===== config.mk =====
export PLATFORM = sky130hd
export DESIGN_NAME = hex_trace_line_parser
export DESIGN_NICKNAME = d
export VERILOG_FILES = /design/src/sv/htlp_pkg.sv /design/src/sv/htlp_step.sv /design/src/sv/hex_trace_line_parser.sv
export SDC_FILE = /design/constraint.sdc
export NUM_CORES = 1
export LEC_CHECK = 0
export BUFFER_PORTS_ARGS = -buffer_cell sky130_fd_sc_hd__buf_4
export CAP_MARGIN = 20
export CORE_ASPECT_RATIO = 0.5
export CORE_MARGIN = 1.5
export CORE_UTILIZATION = 50
export CTS_CLUSTER_DIAMETER = 80
export DETAILED_ROUTE_END_ITERATION = 7
export GPL_TIMING_DRIVEN = 1
export PLACE_DENSITY = 0.71
export SLEW_MARGIN = 20
export SYNTH_ARGS = -nofsm -noshare
export SYNTH_HDL_FRONTEND = slang
export SYNTH_SLANG_ARGS = --single-unit

===== constraint.sdc =====
create_clock -name clk -period 6.6 [get_ports clk]
set_input_delay 1.32 -clock clk [delete_from_list [all_inputs] [get_ports clk]]
set_output_delay 1.32 -clock clk [all_outputs]
set_load 0.03 [all_outputs]

===== src/sv/htlp_pkg.sv =====
// Shared types, codes and constants for the hex trace line parser.
`default_nettype none
package htlp_pkg;

  // Segment limit and counter width
  localparam int MAX_SEGMENT = 8192;
  localparam int CNT_W       = $clog2(MAX_SEGMENT + 1);
  localparam int LEN_W       = 14;

  // Parser state codes
  localparam logic [3:0] PS_BASE   = 4'd0;
  localparam logic [3:0] PS_WRONG  = 4'd1;
  localparam logic [3:0] PS_LESS   = 4'd2;
  localparam logic [3:0] PS_SPACE  = 4'd3;
  localparam logic [3:0] PS_ZERO   = 4'd4;
  localparam logic [3:0] PS_X      = 4'd5;
  localparam logic [3:0] PS_N      = 4'd6;
  localparam logic [3:0] PS_SPACE2 = 4'd7;
  localparam logic [3:0] PS_D1     = 4'd8;
  localparam logic [3:0] PS_D2     = 4'd9;

  // Step modes
  localparam logic [1:0] MODE_LINE = 2'd0;
  localparam logic [1:0] MODE_EOR  = 2'd1;
  localparam logic [1:0] MODE_MARK = 2'd2;
  localparam logic [1:0] MODE_BIDI = 2'd3;

  // Characters
  localparam logic [7:0] CH_CR    = 8'h0D;
  localparam logic [7:0] CH_LF    = 8'h0A;
  localparam logic [7:0] CH_TAB   = 8'h09;
  localparam logic [7:0] CH_SPACE = 8'h20;
  localparam logic [7:0] CH_PLUS  = 8'h2B;
  localparam logic [7:0] CH_LESS  = 8'h3C;
  localparam logic [7:0] CH_GREAT = 8'h3E;
  localparam logic [7:0] CH_ZERO  = 8'h30;
  localparam logic [7:0] CH_X     = 8'h78;

  // Telnet codes
  localparam logic [7:0] TEL_IAC = 8'hFF;
  localparam logic [7:0] TEL_EOR = 8'hEF;

  // Parser state carried between characters
  typedef struct packed {
    logic [3:0]       pstate;
    logic             iac_seen;
    logic [3:0]       high_nibble;
    logic [CNT_W-1:0] byte_count;
    logic             direction;
  } parse_t;

  // One result item
  typedef struct packed {
    logic             byte_valid;
    logic [7:0]       data_byte;
    logic             from_emulator;
    logic             segment_end;
    logic [LEN_W-1:0] segment_length;
    logic             step_done;
    logic             reached_mark;
    logic             bad_hex;
    logic             at_eof;
  } result_t;

  // Lowercase hex digit decode: bit 4 set when not a digit
  function automatic logic [4:0] hex_value(input logic [7:0] c);
    logic [4:0] v;
    v = 5'h10;
    if (c >= 8'h30 && c <= 8'h39) v = {1'b0, c[3:0]};
    else if (c >= 8'h61 && c <= 8'h66) v = {1'b0, c[3:0] + 4'd9};
    return v;
  endfunction

endpackage
`default_nettype wire


===== src/sv/htlp_step.sv =====
// Next-state and result logic of the parser for one character.
`default_nettype none
module htlp_step (
  input  wire logic [1:0]       step_mode,
  input  wire htlp_pkg::parse_t cur,
  input  wire logic [7:0]       text_char,
  input  wire logic             end_of_input,
  input  wire logic             restart,
  output htlp_pkg::parse_t      nxt,
  output htlp_pkg::result_t     res
);
  import htlp_pkg::*;

  parse_t     s;
  logic [4:0] hv;
  logic       is_hex;
  logic       is_ws;
  logic       fail;
  logic       ends;
  logic       eor;
  logic [7:0] db;
  logic [CNT_W-1:0] cnt_inc;

  assign hv      = hex_value(text_char);
  assign is_hex  = !hv[4];
  assign is_ws   = (text_char == CH_SPACE) || (text_char == CH_TAB);
  assign db      = {cur.high_nibble, hv[3:0]};
  assign cnt_inc = s.byte_count + CNT_W'(1);

  always_comb begin
    // Apply restart, then force host direction outside bidirectional mode
    s = cur;
    if (restart) begin
      s = '0;
      s.pstate = PS_BASE;
    end
    if (step_mode != MODE_BIDI) s.direction = 1'b0;

    nxt  = s;
    res  = '0;
    fail = 1'b0;
    ends = 1'b0;
    eor  = 1'b0;

    if (end_of_input) begin
      res.at_eof    = 1'b1;
      res.step_done = 1'b1;
    end else if (text_char != CH_CR) begin
      unique case (s.pstate)
        PS_BASE: begin
          if (text_char == CH_PLUS && step_mode == MODE_MARK) begin
            ends             = 1'b1;
            res.step_done    = 1'b1;
            res.reached_mark = 1'b1;
          end else if (text_char == CH_LESS) begin
            nxt.direction = 1'b0;
            nxt.pstate    = PS_LESS;
          end else if (text_char == CH_GREAT && step_mode == MODE_BIDI) begin
            nxt.direction = 1'b1;
            nxt.pstate    = PS_LESS;
          end else begin
            fail = 1'b1;
          end
        end
        PS_LESS: begin
          if (text_char == CH_SPACE) nxt.pstate = PS_SPACE; else fail = 1'b1;
        end
        PS_SPACE: begin
          if (text_char == CH_ZERO) nxt.pstate = PS_ZERO; else fail = 1'b1;
        end
        PS_ZERO: begin
          if (text_char == CH_X) nxt.pstate = PS_X; else fail = 1'b1;
        end
        PS_X: begin
          if (is_hex) nxt.pstate = PS_N; else fail = 1'b1;
        end
        PS_N: begin
          if (is_hex) nxt.pstate = PS_N;
          else if (is_ws) nxt.pstate = PS_SPACE2;
          else fail = 1'b1;
        end
        PS_SPACE2: begin
          if (is_hex) begin
            nxt.high_nibble = hv[3:0];
            nxt.byte_count  = '0;
            nxt.pstate      = PS_D1;
          end else if (!is_ws) begin
            fail = 1'b1;
          end
        end
        PS_D1: begin
          if (is_hex) begin
            res.byte_valid = 1'b1;
            res.data_byte  = db;
            nxt.pstate     = PS_D2;
            // Track telnet IAC so that IAC EOR can end a segment
            if (!s.iac_seen) begin
              nxt.iac_seen = (db == TEL_IAC);
            end else begin
              eor          = (db == TEL_EOR) && (step_mode == MODE_EOR);
              nxt.iac_seen = 1'b0;
            end
            nxt.byte_count = cnt_inc;
            if (eor || cnt_inc >= CNT_W'(MAX_SEGMENT)) begin
              ends = 1'b1;
              if (eor || step_mode == MODE_LINE) res.step_done = 1'b1;
            end
          end else begin
            res.bad_hex = 1'b1;
            fail        = 1'b1;
          end
        end
        PS_D2: begin
          if (is_hex) begin
            nxt.high_nibble = hv[3:0];
            nxt.pstate      = PS_D1;
          end else if (text_char == CH_LF) begin
            nxt.pstate = PS_BASE;
            ends       = 1'b1;
            if (step_mode == MODE_LINE) res.step_done = 1'b1;
          end else begin
            res.bad_hex = 1'b1;
            fail        = 1'b1;
          end
        end
        default: fail = 1'b1;
      endcase

      // Skip a malformed line up to its newline
      if (nxt.pstate == PS_WRONG || fail)
        nxt.pstate = (text_char == CH_LF) ? PS_BASE : PS_WRONG;

      // End the segment and start an empty one
      if (ends) begin
        res.segment_end    = 1'b1;
        res.segment_length = LEN_W'(nxt.byte_count);
        nxt.byte_count     = '0;
      end
    end

    res.from_emulator = nxt.direction;
  end

endmodule
`default_nettype wire


===== src/sv/hex_trace_line_parser.sv =====
// Top level of the hex trace line parser: stream ports, state and result register.
// The result of an accepted character is held in the output register from the next cycle.
// Throughput: one character per cycle; a new request is taken whenever the output
// register is empty or its result is taken in the same cycle.
// Reset (rst_n low, synchronous): line start, host direction, empty segment,
// no IAC seen, step_mode 0, output register empty.
`default_nettype none
module hex_trace_line_parser (
  input  wire logic        clk,
  input  wire logic        rst_n,
  // Configuration: step_mode in cfg_data[1:0]
  input  wire logic        cfg_valid,
  output logic             cfg_ready,
  input  wire logic [1:0]  cfg_data,
  // Input stream
  input  wire logic        in_tvalid,
  output logic             in_tready,
  input  wire logic [7:0]  in_tdata,   // [7:0] text_char
  input  wire logic        in_tlast,   // end_of_input
  input  wire logic        in_tuser,   // restart
  // Result stream
  output logic             out_tvalid,
  input  wire logic        out_tready,
  output logic [23:0]      out_tdata,  // [7:0] data_byte, [21:8] segment_length, zero pad
  output logic             out_tlast,  // segment_end
  output logic [5:0]       out_tuser   // byte_valid, from_emulator, step_done,
                                       // reached_mark, bad_hex, at_eof
);
  import htlp_pkg::*;

  logic [1:0] mode_r;
  parse_t     state_r;
  parse_t     state_nxt;
  result_t    res_nxt;
  result_t    res_r;
  logic       out_valid_r;
  logic       in_acc;

  assign cfg_ready = 1'b1;
  assign in_tready = !out_valid_r || out_tready;
  assign in_acc    = in_tvalid && in_tready;

  htlp_step u_step (
    .step_mode    (mode_r),
    .cur          (state_r),
    .text_char    (in_tdata),
    .end_of_input (in_tlast),
    .restart      (in_tuser),
    .nxt          (state_nxt),
    .res          (res_nxt)
  );

  // Hold the step mode register
  always_ff @(posedge clk) begin
    if (!rst_n) mode_r <= MODE_LINE;
    else if (cfg_valid && cfg_ready) mode_r <= cfg_data;
  end

  // Advance the parser state on each accepted request; all-zero is line start
  always_ff @(posedge clk) begin
    if (!rst_n) begin
      state_r <= '0;
    end else if (in_acc) begin
      state_r <= state_nxt;
    end
  end

  // Output register valid flag
  always_ff @(posedge clk) begin
    if (!rst_n) out_valid_r <= 1'b0;
    else if (in_acc) out_valid_r <= 1'b1;
    else if (out_tready) out_valid_r <= 1'b0;
  end

  // Capture the result payload
  always_ff @(posedge clk) begin
    if (in_acc) res_r <= res_nxt;
  end

  assign out_tvalid = out_valid_r;
  assign out_tdata  = {2'b00, res_r.segment_length, res_r.data_byte};
  assign out_tlast  = res_r.segment_end;
  assign out_tuser  = {res_r.at_eof, res_r.bad_hex, res_r.reached_mark,
                       res_r.step_done, res_r.from_emulator, res_r.byte_valid};

endmodule
`default_nettype wire


== Word-level counts from Yosys, hierarchy flattened ==
Index checks and enable logic that the tools add are counted.
Cells by class
  add/subtract/negate cells: 2
  order comparisons: 5
  equal/unequal tests: 24
  multiplexer cells: 79
  bitwise logic cells: 4
  reduce and logical (&&, ||, !) cells: 22
Operators by type and width (count)
  two-way mux 24 bit: 3
  two-way mux 4 bit: 16
  two-way mux 1 bit: 43
  equality test 8 x 6 -> 1 bit, second input constant: 5
  case mux 4 bit (9 select lines): 1
  two-way mux 14 bit: 2
  case mux 14 bit (2 select lines): 1
  two-way mux 18 bit: 1
  equality test 4 x 3 -> 1 bit, second input constant: 4
  equality test 8 x 4 -> 1 bit, second input constant: 2
  equality test 8 bit, second input constant: 2
  two-way mux 15 bit: 1
  two-way mux 5 bit: 3
  adder 14 x 1 -> 14 bit, second input constant: 1
  >= comparator 14 bit, second input constant: 1
  two-way mux 9 bit: 1
  OR reduction 3 bit: 3
  equality test 4 x 2 -> 1 bit, second input constant: 2
  equality test 4 bit, second input constant: 2
  equality test 8 x 7 -> 1 bit, second input constant: 1
  >= comparator 8 x 6 -> 1 bit, second input constant: 1
  >= comparator 8 x 7 -> 1 bit, second input constant: 1
  less-or-equal comparator 8 x 6 -> 1 bit, second input constant: 1
  less-or-equal comparator 8 x 7 -> 1 bit, second input constant: 1
  21 further kinds: 37
Storage, ports and cells
  bits in registers: 56
  bits of input ports: 17
  output and inout port bits: 34
  logic and storage cells: 152

== Logic depth before layout (Yosys ltp) ==
  word-level depth: 20
  gate-level depth with buffers: 14
  mapped depth without buffers: 12

== Modules after synthesis ==
Synthesis repeated with hierarchy kept, for this count alone.
Second synthesis, totals
  cells, all modules: 473
  area, all modules: 4136.5 µm²
Modules (own cells, without submodules)
  htlp_step: instances 1, cells each 323, area an instance 2132.0 µm², sequential area each 0.0 µm²
  hex_trace_line_parser: instances 1, cells each 150, area an instance 2004.4 µm², sequential area each 1411.4 µm²

== Worst setup path after synthesis ==
OpenSTA, ideal clock, no wires.
  path kind: input to register
  from: input port out_tready
  to: register state_r[15] (netlist bit)
  setup time: 0.119 ns
  arrival time: 3.596 ns
  required time: 6.481 ns
  slack: 2.884 ns
  stages on the path: 7
  buffers on the path: 1
  path through: nand2b_1 > nand2_1 > inv_1 > clkbuf_1 > o21ai_0 > a22oi_1 > nor2b_1
Between the ends
  word-level cells in the longest chain between the ends: 2
Ends and longest elaborated chain
  start, declared: RTL line hex_trace_line_parser.sv:23  | input wire logic out_tready,
  logical OR 1 bit: RTL line hex_trace_line_parser.sv:40  | assign in_tready = !out_valid_r || out_tready;
  logical AND 1 bit: RTL line hex_trace_line_parser.sv:41  | assign in_acc = in_tvalid && in_tready;
  via in_acc: RTL line hex_trace_line_parser.sv:37  | logic in_acc;
  end signal, assigned: RTL line hex_trace_line_parser.sv:64  | state_r <= state_nxt;
  end, declared: RTL line hex_trace_line_parser.sv:32  | parse_t state_r;
The timed path passes the listed nets, and every way through them passes these cells.
A chain may end at the register's enable or synchronous reset.

== Worst setup path after layout ==
  from: input port in_tdata[0]
  to: register res_r, in the netlist out_tuser[2], data pin
Between the ends
  word-level cells in the longest chain between the ends: 17
  elaborated cells on any way between the ends: 30
  classes of those cells: add/sub: 1; order compare: 4; eq/ne: 4; mux: 15; reduce/logical: 6
Ends and longest elaborated chain
  start, declared: RTL line hex_trace_line_parser.sv:18  | input wire logic [7:0] in_tdata,
  >= comparator 8 x 7 -> 1 bit or less-or-equal comparator 8 x 7 -> 1 bit (tied branches): RTL line htlp_pkg.sv:70  | else if (c >= 8'h61 && c <= 8'h66) v = {1'b0, c[3:0] + 4'd9};
  logical AND 1 bit: RTL line htlp_pkg.sv:70
  two-way mux 5 bit: RTL line htlp_pkg.sv:70
  two-way mux 5 bit: RTL line htlp_pkg.sv:69  | if (c >= 8'h30 && c <= 8'h39) v = {1'b0, c[3:0]};
  equality test 8 bit: RTL line htlp_step.sv:100  | eor = (db == TEL_EOR) && (step_mode == MODE_EOR);
  logical AND 1 bit: RTL line htlp_step.sv:100
  two-way mux 1 bit: RTL line htlp_step.sv:97  | if (!s.iac_seen) begin
  two-way mux 1 bit: RTL line htlp_step.sv:92  | if (is_hex) begin
  two-way mux 1 bit: RTL line htlp_step.sv:49  | unique case (s.pstate)
  two-way mux 1 bit: RTL line htlp_step.sv:48  | end else if (text_char != CH_CR) begin
  two-way mux 1 bit: RTL line htlp_step.sv:45  | if (end_of_input) begin
  logical OR 1 bit: RTL line htlp_step.sv:106  | if (eor || step_mode == MODE_LINE) res.step_done = 1'b1;
  two-way mux 1 bit: RTL line htlp_step.sv:106
  two-way mux 1 bit: RTL line htlp_step.sv:104  | if (eor || cnt_inc >= CNT_W'(MAX_SEGMENT)) begin
  two-way mux 1 bit: RTL line htlp_step.sv:92
  case mux 1 bit (3 select lines): RTL line htlp_step.sv:49
  two-way mux 3 bit (*): RTL line htlp_step.sv:48
  end signal, assigned: RTL line hex_trace_line_parser.sv:77  | if (in_acc) res_r <= res_nxt;
  end, declared: RTL line hex_trace_line_parser.sv:35  | result_t res_r;
Every way passes the cells marked *; elsewhere a longest branch is shown, timed or not. The select of a mux whose other input is x is not followed.

==> qor_table.md <==
| Metric | This run |
| --- | --- |
| Post-detailed-route wirelength per cell | 18.3 um |
| Top cells by area, synth | edfxtp_1, dfxtp_1, nor2_1 |
| CP max stage cell | o21ai_1 |
| Routability cong. | 0.945 |
| Max-slew violation total from the final report | 0 |
| Static power due to leakage | 0.00137 uW |
| Fraction of layout instances using a drive strength above 1 | 0.178 |
| Layout area overhead | 14.6% |
| Std cell rows | 21 |
| Hold bufs inserted after CTS | 0 |
| Antenna violations before repair | 0 |
| Nets | 461 |
| WS Path Type | in2reg |
| Time the final worst path needs with I/O delays and setup | 4240 ps |
| Vias after detailed routing | 3,321 |
| Number of flops mapped to enable cells by yosys | 29 |
| Top flip-flop cell by instance count after synthesis | edfxtp_1 |
| Beginning of the worst hold path | state_r[0]$_SDFFE_PN0P_ |
| Origin of the worst setup path | in_tdata[0] |
| Maximum resistive drop on vdd | 0.158 mV |
| Inserted Clock Buffers | 5 |
| Chip height | 62.6 um |
| Reg2reg start | state_r[23]$_SDFFE_PN0P_ |
| WP data required | 6650 ps |
| Ports placed on the boundary | 51 |
| Class of the tightest hold or removal check | reg2reg |
| Setup repair after global routing missed its margin | no |
| Period utilization | 0.643 |
| Overall power after layout | 771 uW |
| Highest-count cells in the layout ignoring fill and taps | buf_4, nor2_1, nand2_1, edfxtp_1, dfxtp_1 |
| Post-layout utilization of the core | 0.601 |
| Iteration-0 DRC Markers | 479 |
| Number of diodes | 0 |
| Clock latency on the worst-skew pair | 300 ps |
| Largest incremental delay on the critical path | 770 ps |
| Pin count of the biggest net entering global routing | 43 |
| Worst-path fanout max | 11 |
| Post-synthesis instance total | 405 |
| Cell accounting for the most synthesized area | edfxtp_1 |
| CORE AREA | 6780 sq um |
| Area of the die | 7650 sq um |
| Fmax | 0.236 GHz |
| CTS tree | built |
| Via count of the first global-routing pass | 3,138 |
| Result of the run | completed |
| GR Overflow Total | 0 |
| Count of warnings emitted by yosys | 0 |
| Most common cell after layout, fill and taps aside | buf_4 |
| Horiz. Die Dim | 122 um |
| Syn Area/Cell | 8.78 sq um |
| DRC errors left | 0 |
| First-pass GRT wire length | 15.9 mm |
| Data arrival time at the worst-slack endpoint | 4300 ps |
| Final worst clock skew | 6.43 ps |
| Power per unit of standard cell area | 189 nW/um^2 |
| Setup TNS | 0 ps |
| Hold violation total from the final report | 0 |
| Critical-path cell list | buf_4 > inv_1 > ha_1 > o21bai_2 > a21oi_1 > o21ai_1 > and4bb_2 > o21ai_1 > inv_1 > a31o_2 |
| Headroom to the max-slew limit | 0.352 |
| CTS clock-pin slew for the worst setup and hold paths | 70 ps |
| Critical path launch point type | input pin |
| Clk buf depth | 2 |
| Area share of the largest cell type after synthesis | 0.245 |
| Gr usage total | 0.264 |
| Post-CTS setup repair buffer count | 0 |
| DP HPWL | 6.95 mm |
| Max_cap viols | 0 |
| Post-DRT Antenna Nets | 0 |
| Part of the Yosys area used for sequential elements | 0.397 |
| Number of gates given a new drive strength after cts | 0 |
| Post-DR vias/cell | 6.25 |
| Final-report setup violation count | 0 |
| Number of H-tree levels | 2 |
| Share of synthesized registers carrying an async set or reset | 0 |
| Port-buffer cells | 47 |
| Post-Route WL | 9.70 mm |
| Pre-antenna DRT Iters | 5 |
| Slew of the pin with the lowest slew margin | 966 ps |
| Clock Sinks | 56 |
| Cell area after synthesis | 3550 sq um |
| Crit path capture type | register |
| Flip-flop and latch count after synthesis | 56 |
| Initial cell density of the core | 0.524 |
| Number of unique standard cell types used by synthesis | 75 |
| Cell chosen for the clock root | clkbuf_16 |
## synthesized netlist by cell type (4+ instances only)
cell       n
dfxtp_1   27
nor4_1     5
clkbuf_1  13
ha_1       6
a22oi_1   12
nor3_1     6
buf_4      4
nand2b_1  13
nand3_1   17
nand2_1   29
nor2_1    39
nand3b_1   5
a21o_1     5
buf_2      5
o211ai_1   7
nor2b_1   16
mux2i_1    4
inv_1     11
edfxtp_1  29
o21ai_0   23
a31oi_1    5
and2_1    11
a21oi_1   22
o22ai_1    6
or3_1      4
## metal layers
| metal | up-vias | track usage | share of wire |
|---|---|---|---|
| li1 | 1576 | - | - |
| met2 | 148 | 0.411 | 0.45 |
| met3 | 13 | 0.0666 | 0.083 |
| met1 | 1584 | 0.375 | 0.46 |
| met4 | 0 | 0.0465 | 0.0053 |
| met5 | - | 0 | 0 |
## registers in the layout (all words and copies together) (netlist names)
signal      count
state_r        24
out_tuser       6
out_tdata      22
out_tlast       1
mode_r          2
out_tvalid      1
## path summary, 6_finish.rpt
kind	slack, ps	depth (start not counted)	to
min reg2reg	480	2	state_r[0]$_SDFFE_PN0P_
max reg2reg	2960	7	out_tuser[2]$_SDFFCE_PP1P_
min	480	2	state_r[0]$_SDFFE_PN0P_
max	2360	10	out_tuser[2]$_SDFFCE_PP1P_
## metrics by stage
stage | instance area (sq um) | cells | hold WS (ps) | worst slack (ps)
2_1_floorplan | 3560 | 406 | 444 | 2880
5_1_grt | 4080 | 531 | 504 | 2180
3_3_place_gp | 3920 | 523 | 458 | 2210
3_5_place_dp | 3920 | 523 | 467 | 2090
6_report | 4080 | 531 | 475 | 2360
4_1_cts | 4080 | 531 | 479 | 2400
## report_power, final
part | switching [uW] | internal, uW
registers | 6.95 | 376
clock network | 131 | 152
logic | 69.4 | 35.9
## area by class of cell
cell class | count | area [sq um]
Clock buffer | 6 | 139
Sequential cell | 56 | 1410
Clock inverter | 2 | 13.8
Fill cell | 620 | 2700
Tap cell | 92 | 115
Multi-Input combinational cell | 314 | 1980
Timing Repair Buffer | 49 | 368
Inverter | 12 | 45.0
## cells by family (layout without fill, tap and decap cells)
group,count (synthesis),after routing,share of synthesized area
simple gates,178,178,0.283
buf+inv,36,69,0.0461
mux,5,5,0.0144
flops,56,56,0.397
compound gates,120,120,0.231
xor+xnor,2,2,0.00493
fa+ha+maj,6,6,0.0211
other cells,2,3,0.00211
## worst max-delay path, delay by kind of cell
kind | cells | cell delay, ps
AO/OA/AOI/OAI | 5 | 2030
AND/OR/NAND/NOR | 1 | 330
adder cells (fa/ha/maj) | 1 | 280
buffers and inverters | 3 | 340
(Power assumes the default switching activity.)
